### config.mk
export PLATFORM = sky130hd
export DESIGN_NAME = plir_cell
export DESIGN_NICKNAME = d
export VERILOG_FILES = /design/src/rtl/plir_pkg.sv /design/src/rtl/plir_cell.sv
export SDC_FILE = /design/constraint.sdc
export NUM_CORES = 1
export LEC_CHECK = 0
export ABC_AREA = 0
export BUFFER_PORTS_ARGS = -buffer_cell sky130_fd_sc_hd__buf_2
export CAP_MARGIN = 10
export CORE_ASPECT_RATIO = 0.7
export CORE_UTILIZATION = 25
export CTS_BUF_LIST = sky130_fd_sc_hd__clkbuf_16
export CTS_CLUSTER_SIZE = 12
export DETAILED_ROUTE_END_ITERATION = 8
export HOLD_SLACK_MARGIN = 0.03
export PLACE_DENSITY = 0.57
export SKIP_CTS_REPAIR_TIMING = 1
export SLEW_MARGIN = 10
export SYNTH_ARGS = -nofsm -noshare
export SYNTH_HDL_FRONTEND = slang
export SYNTH_SLANG_ARGS = --single-unit
### constraint.sdc
create_clock -name i_clk -period 7.4 [get_ports i_clk]
set_input_delay 0.37 -clock i_clk [delete_from_list [all_inputs] [get_ports i_clk]]
set_output_delay 0.37 -clock i_clk [all_outputs]
set_load 0.02 [all_outputs]
### src/rtl/plir_pkg.sv
// Shared types, command and status codes for the point list unit.
package plir_pkg;

    localparam int DEF_CAPACITY = 64;

    // Command codes
    localparam logic [2:0] CMD_PUSH   = 3'd0;
    localparam logic [2:0] CMD_INSERT = 3'd1;
    localparam logic [2:0] CMD_REMOVE = 3'd2;
    localparam logic [2:0] CMD_CLEAR  = 3'd3;
    localparam logic [2:0] CMD_GET    = 3'd4;

    // Status codes
    localparam logic [1:0] ST_OK     = 2'd0;
    localparam logic [1:0] ST_BADPOS = 2'd1;
    localparam logic [1:0] ST_FULL   = 2'd2;

    // Cell row operations
    localparam logic [1:0] OP_NONE   = 2'd0;
    localparam logic [1:0] OP_WRITE  = 2'd1;
    localparam logic [1:0] OP_INSERT = 2'd2;
    localparam logic [1:0] OP_REMOVE = 2'd3;

    typedef struct packed {
        logic        [2:0]  command;
        logic        [6:0]  position;
        logic signed [15:0] coord_x_in;
        logic signed [15:0] coord_y_in;
    } t_in_req;

    typedef struct packed {
        logic        [1:0]  status;
        logic signed [15:0] coord_x_out;
        logic signed [15:0] coord_y_out;
        logic        [6:0]  entry_count;
    } t_out_res;

endpackage

### src/rtl/plir_cell.sv
// One list entry cell: holds a point and trades it with its neighbors.
module plir_cell import plir_pkg::*; #(
    parameter int IW  = 6,
    parameter int IDX = 0
) (
    input  logic          i_clk,
    input  logic [1:0]    i_op,
    input  logic [IW-1:0] i_idx,
    input  logic          i_rd_en,
    input  logic [31:0]   i_new,
    input  logic [31:0]   i_left,
    input  logic [31:0]   i_right,
    output logic [31:0]   o_data,
    output logic [31:0]   o_rd_data
);

    logic [31:0] r_data;
    logic [31:0] n_data;
    logic        w_hit;
    logic        w_above;

    assign w_hit   = (i_idx == IW'(IDX));
    assign w_above = (i_idx < IW'(IDX));

    always_comb begin
        n_data = r_data;
        case (i_op)
            OP_WRITE: begin
                if (w_hit) n_data = i_new;
            end
            OP_INSERT: begin
                if (w_hit) n_data = i_new;
                else if (w_above) n_data = i_left;
            end
            OP_REMOVE: begin
                if (w_hit || w_above) n_data = i_right;
            end
            default: begin
                n_data = r_data;
            end
        endcase
    end

    always_ff @(posedge i_clk) begin
        r_data <= n_data;
    end

    assign o_data    = r_data;
    // Present the held point only when this cell is the one addressed
    assign o_rd_data = (i_rd_en && w_hit) ? r_data : 32'd0;

endmodule

==> impl_metrics.tcl, run 1 <==
set metrics [dict create \
    crit_start "i_op[0]" \
    cts_root_buffer "clkbuf_16" \
    drive_gt1_share_pct 73.7 \
    syn_nets 263 \
    clock.fmax_mhz 364 \
    grt_max_degree 35 \
    io_pins 170 \
    layout.nets 393 \
    hold_viol 0 \
    crit_path_end_kind "flip-flop" \
    finalSetupViolations 0 \
    wl_um 5310 \
    clock_sinks 32 \
    core-area_um2 7480 \
    antenna_found_initial 0 \
    ctsLongestPathBuffers 2 \
    p_per_area_nw_per_um2 203 \
    netlist.top_cell.by_area "edfxtp_1" \
    num_rows 26 \
    cts_made_buffers 5 \
    finalHoldWorstSlack_ps 398 \
    synth_top_area_share_pct 48.7 \
    cts.clk_slew.worst_paths_ps 60 \
    drc_errors 0 \
    clockPowerShare_pct 39.7 \
    antenna_cells 0 \
    outcome "finished clean" \
    tightest_slew_ps 1110 \
    ys_warn_count 0 \
    seq_power_share_pct 40.4 \
    track_usage_pct 12.7 \
    p_sw_share_pct 26.4 \
    slew_violations 0 \
    via_per_inst 4.33 \
    cp-start-kind "input port" \
    cp.required_ps 7370 \
    syn_inst 154 \
    drt-initial-drc-count 50 \
    grt_pass1_wl_um 8000 \
    p_leak_nw 1.25 \
    first_pass_iters 4 \
    synth_cell_types 19 \
    min-delay-start "i_right[19]" \
    critPathKind "input port to flip-flop" \
    cp_data_arrival_time_ps 2710 \
    setup-tns-final_ps 0 \
    cts_tree "built" \
    dieHeight_um 76.4 \
    gr-total-overflow 0 \
    gp_congestion 0.683 \
    ys_ff_latch 32 \
    die_area_um2 8260 \
    vias 1659 \
    synth.area.top_cells "edfxtp_1, mux2_2, nor3_2, nand2_1, buf_12" \
    largest_reg_flops 32 \
    grt_pass1_vias 1676 \
    fin_util_pct 38.1 \
    fin_crit_sh_pct 37.1 \
    yosysSeqAreaShare_pct 48.7 \
    postRouteAntennaNets 0 \
    syn_area_um2 1970 \
    relSlewSlack_pct 25.7 \
    cp_max_fo 34 \
    wl_per_cell_um 13.9 \
    intPower_mw 0.427 \
    max_cap_viol_count 0 \
    fin_crit_ps 2750 \
    grt_setup_unrepaired "no" \
    hp-class "input port to flip-flop" \
    syn_area_per_cell_um2 12.8 \
    htree_num_levels 2 \
    hpwlAfterDp_um 3690 \
    io_buffers 137 \
    ir_worst_vdd_v 0.0000974 \
    initial_core_util_pct 26.4 \
    p_comb_share_pct 19.9 \
    die_w_um 108 \
    p_switching_mw 0.153 \
    area_growth_pct 44.6 \
]
critical path: stages:
cell,delay [ps]
buf_2,110
ha_2,760
nor2b_1,170
o31ai_4,920
buf_4,370
per-layer routing:
metal	wire [um]	up-vias	part of all wire, %	track usage [%]
met5	0	-	0	0
met1	2280	751	43	14.8
met2	2410	94	45	21.4
li1	-	812	-	-
met4	25	0	0.47	3.29
met3	589	2	11	5.22
final timing paths:
kind	endpoint	slack, ps	cells past startpoint
max	o_data[13]	4650	5
min	o_data[19]	400	2
cells in the final DEF, fill, tap and decap left out, types with 2 or more instances in the layout:
cell       count
inv_1          6
clkbuf_16      5
buf_2        137
nor3_2        28
ha_1           2
nor4_1         2
edfxtp_1      32
mux2_2        32
nand2_1       29
clkinv_1       2
power groups by stage:
stage	clock [mW]	sequential, mW	combinational [mW]
finish	0.230	0.234	0.115
global route	0.245	0.237	0.126
CTS	0.239	0.235	0.117
detailed placement	0	0.238	0.117
global placement	0	0.238	0.115
floorplan	0	0.265	0.0440
synthesized netlist by cell type:
cell type	instances
buf_12	2
or2_2	1
nor4_1	2
nor3_2	28
nand2_1	29
nor2b_1	1
buf_8	1
nor3_4	1
edfxtp_1	32
clkbuf_1	5
buf_6	1
inv_1	6
buf_2	6
or4_1	1
o31ai_1	1
mux2_2	32
ha_1	3
or4_4	1
nor4_4	1
layout make-up:
| class | count | area (um^2) |
|---|---|---|
| clock inverters | 3 | 37.5 |
| clock buffers | 5 | 125 |
| flip-flops and latches | 32 | 961 |
| inverters | 6 | 22.5 |
| well taps | 98 | 123 |
| fillers | 756 | 4630 |
| repair buffers | 138 | 693 |
| multi-input cells | 101 | 892 |
metrics by stage:
| step | setup slack [ps] | std cells | area (um^2) | total power [mW] |
|---|---|---|---|---|
| global route | 4440 | 383 | 2850 | 0.608 |
| detailed placement | 4270 | 375 | 2690 | 0.355 |
| floorplan | 3430 | 154 | 1970 | 0.309 |
| global placement | 4380 | 375 | 2690 | 0.353 |
| CTS | 4570 | 383 | 2850 | 0.591 |
| finish | 4650 | 383 | 2850 | 0.580 |
cells by family after synthesis:
kind of cell / synth area share (%)
flops: 48.7
fa+ha+maj: 1.90
buf+inv: 6.97
mux: 18.3
compound gates: 0.380
simple gates: 23.8
No activity file was read; power rests on OpenSTA's default activity.
==> run 2: changes to the inputs <==
--- a/config.mk
+++ b/config.mk
@@ -5,7 +5,7 @@
 export SDC_FILE = /design/constraint.sdc
 export NUM_CORES = 1
 export LEC_CHECK = 0
-export ABC_AREA = 0
+export ABC_AREA = 1
 export BUFFER_PORTS_ARGS = -buffer_cell sky130_fd_sc_hd__buf_2
 export CAP_MARGIN = 10
 export CORE_ASPECT_RATIO = 0.7
@@ -14,7 +14,7 @@
 export CTS_CLUSTER_SIZE = 12
 export DETAILED_ROUTE_END_ITERATION = 8
 export HOLD_SLACK_MARGIN = 0.03
-export PLACE_DENSITY = 0.57
+export PLACE_DENSITY = 0.61
 export SKIP_CTS_REPAIR_TIMING = 1
 export SLEW_MARGIN = 10
 export SYNTH_ARGS = -nofsm -noshare
==> constraint.sdc (replaced) <==
create_clock -name i_clk -period 2.35 [get_ports i_clk]
set_input_delay 0.1175 -clock i_clk [delete_from_list [all_inputs] [get_ports i_clk]]
set_output_delay 0.1175 -clock i_clk [all_outputs]
set_load 0.02 [all_outputs]
==> run 2 against run 1 <==
Cell count rose by 18%. Area after synthesis fell by 8.8%. Combinational power rose to 3.1 times the previous value. Utilization rose by 1.7 points. Largest cell class unchanged.
==> impl_metrics.tcl, run 2 <==
set metrics [dict create \
    outcome "finished clean" \
    drc_errors 0 \
    fin_crit_sh_pct 53.3 \
    path_cells "buf_2 -> ha_1 -> inv_1 -> nand2_1 -> a21oi_4 -> buf_4" \
    max_cap_viol_count 0 \
    grt_setup_unrepaired "no" \
    final_cells 452 \
    io_buffers 137 \
    syn_inst 218 \
    synth_cell_types 12 \
    crit_path_end_kind "flip-flop" \
    cp-start-kind "input port" \
    syn_area_per_cell_um2 8.26 \
    final_common_cell "buf_2" \
    crit_family "buffers and inverters" \
    relSlewSlack_pct 74.6 \
    num_rows 25 \
    cp_slowest_cell "ha_1" \
    cp_data_arrival_time_ps 1200 \
    drt-initial-drc-count 36 \
    cp.required_ps 2300 \
    grt_pass1_wl_um 6840 \
    setup-tns-final_ps 0 \
    drive_gt1_share_pct 50.6 \
    syn_nets 327 \
    p_leak_nw 1.57 \
    crit_cells 6 \
    tightest_slew_ps 381 \
    crit_path_max_incr_delay_ps 330 \
    hold_viol 0 \
    grt_max_degree 33 \
    postRouteAntennaNets 0 \
    vias 1756 \
    clock.fmax_mhz 799 \
    hp-class "input port to flip-flop" \
    antenna_cells 0 \
    wl_per_cell_um 10.3 \
    wl_um 4680 \
    gr-total-overflow 0 \
    clock_sinks 32 \
    total_power_mw 1.70 \
    finalSetupViolations 0 \
    gp_congestion 0.692 \
    cts_tree "built" \
    htree_num_levels 2 \
    yosys-top-cells-count "nand2_1, inv_1, edfxtp_1, nor2_2, nor2_1" \
    hpwlAfterDp_um 3600 \
    grt_pass1_vias 1561 \
    syn_area_um2 1800 \
    synth.area.top_cells "edfxtp_1, nand2_1, nor2_2, inv_1, ha_1" \
    fin_ws_ps 1100 \
    cts_made_buffers 5 \
    first_pass_iters 4 \
    pre_cts_ws_ps 797 \
    die_area_um2 7550 \
    crit_path_end "o_data[31]" \
    synth_edf_count 32 \
    ir_worst_vdd_v 0.000201 \
    via_per_inst 3.88 \
    synthArstFlopShare_pct 0 \
    stdcell_area_um2 2730 \
    io_pins 170 \
    layout.nets 467 \
    yosysSeqAreaShare_pct 53.4 \
    netlist.top_cell.by_area "edfxtp_1" \
    p_per_area_nw_per_um2 622 \
    ys_warn_count 0 \
    largest_reg_flops 32 \
    dieHeight_um 73 \
    crit_start "i_op[0]" \
    cts_root_buffer "clkbuf_16" \
    cp_num_buf_inv 3 \
    place_area_um2 2590 \
    critPathKind "input port to flip-flop" \
    dp.cells 445 \
    ys_ff_latch 32 \
    slew_violations 0 \
    cts.clk_slew.worst_paths_ps 50 \
    synth.most_common_cell "nand2_1" \
    final_cell_mix "buf_2, nand2_1, inv_1" \
    die_w_um 103 \
    synth_top_area_share_pct 53.4 \
    ctsLongestPathBuffers 2 \
    cp_max_fo 17 \
    area_growth_pct 51.5 \
    n_fill_cell 735 \
    antenna_found_initial 0 \
    initial_core_util_pct 26.3 \
    synthFlopType "edfxtp_1" \
    core-area_um2 6850 \
    track_usage_pct 12.1 \
    fin_crit_ps 1250 \
]
-- run 2: layer usage --
layer	part of all wire, %	vias up	wire (um)	track usage (%)
met3	8.5	2	399	4.12
met1	46	749	2140	14.0
met2	45	80	2110	21.4
met5	0	-	0	0
li1	-	925	-	-
met4	0.53	0	25	3.29
-- run 2: report_power, final --
group / total [mW] / switching [mW] / internal, mW
logic: 0.360 / 0.230 / 0.130
registers: 0.757 / 0.0363 / 0.721
clock network: 0.579 / 0.200 / 0.379
total: 1.70 / 0.466 / 1.23
-- run 2: area by class of cell --
type,instances,area [um^2],share of cell area [%]
clock buffers,5,125,4.59
clock inverters,2,8.76,0.321
inverters,36,135,4.95
multi-input cells,140,649,23.8
flip-flops and latches,32,961,35.2
well taps,94,118,4.31
repair buffers,143,731,26.8
-- run 2: worst min path at each step --
stage	start	end	slack, ps	depth (start not counted)
3_5_place_dp	i_new[27]	o_data[27]	390	3
6_report	i_new[29]	o_data[29]	110	3
3_3_place_gp	i_new[11]	o_data[11]	380	3
4_1_cts	i_new[9]	o_data[9]	110	3
2_1_floorplan	i_new[0]	o_data[0]	300	2
5_1_grt	i_new[13]	o_data[13]	110	3
-- run 2: metrics by stage --
step                      util, %  hold slack (ps)
after floorplan                 -              296
after global placement       37.9              381
after detailed placement     37.9              387
after CTS                    39.8              106
after global routing         39.8              111
final                        39.8              113
-- run 2: logic make-up after synthesis --
logic type / count (synthesis) / share of synthesized area, %
and+or+nand+nor: 136 / 33.1
buffers and inverters: 46 / 11.2
DFF: 32 / 53.4
adders and majority gates: 3 / 2.09
AOI/OAI and AO/OA: 1 / 0.278
-- run 2: worst min-delay path, stage by stage --
cell and delay, ps:
buf_2 70, nand2_1 40, nand2_1 40
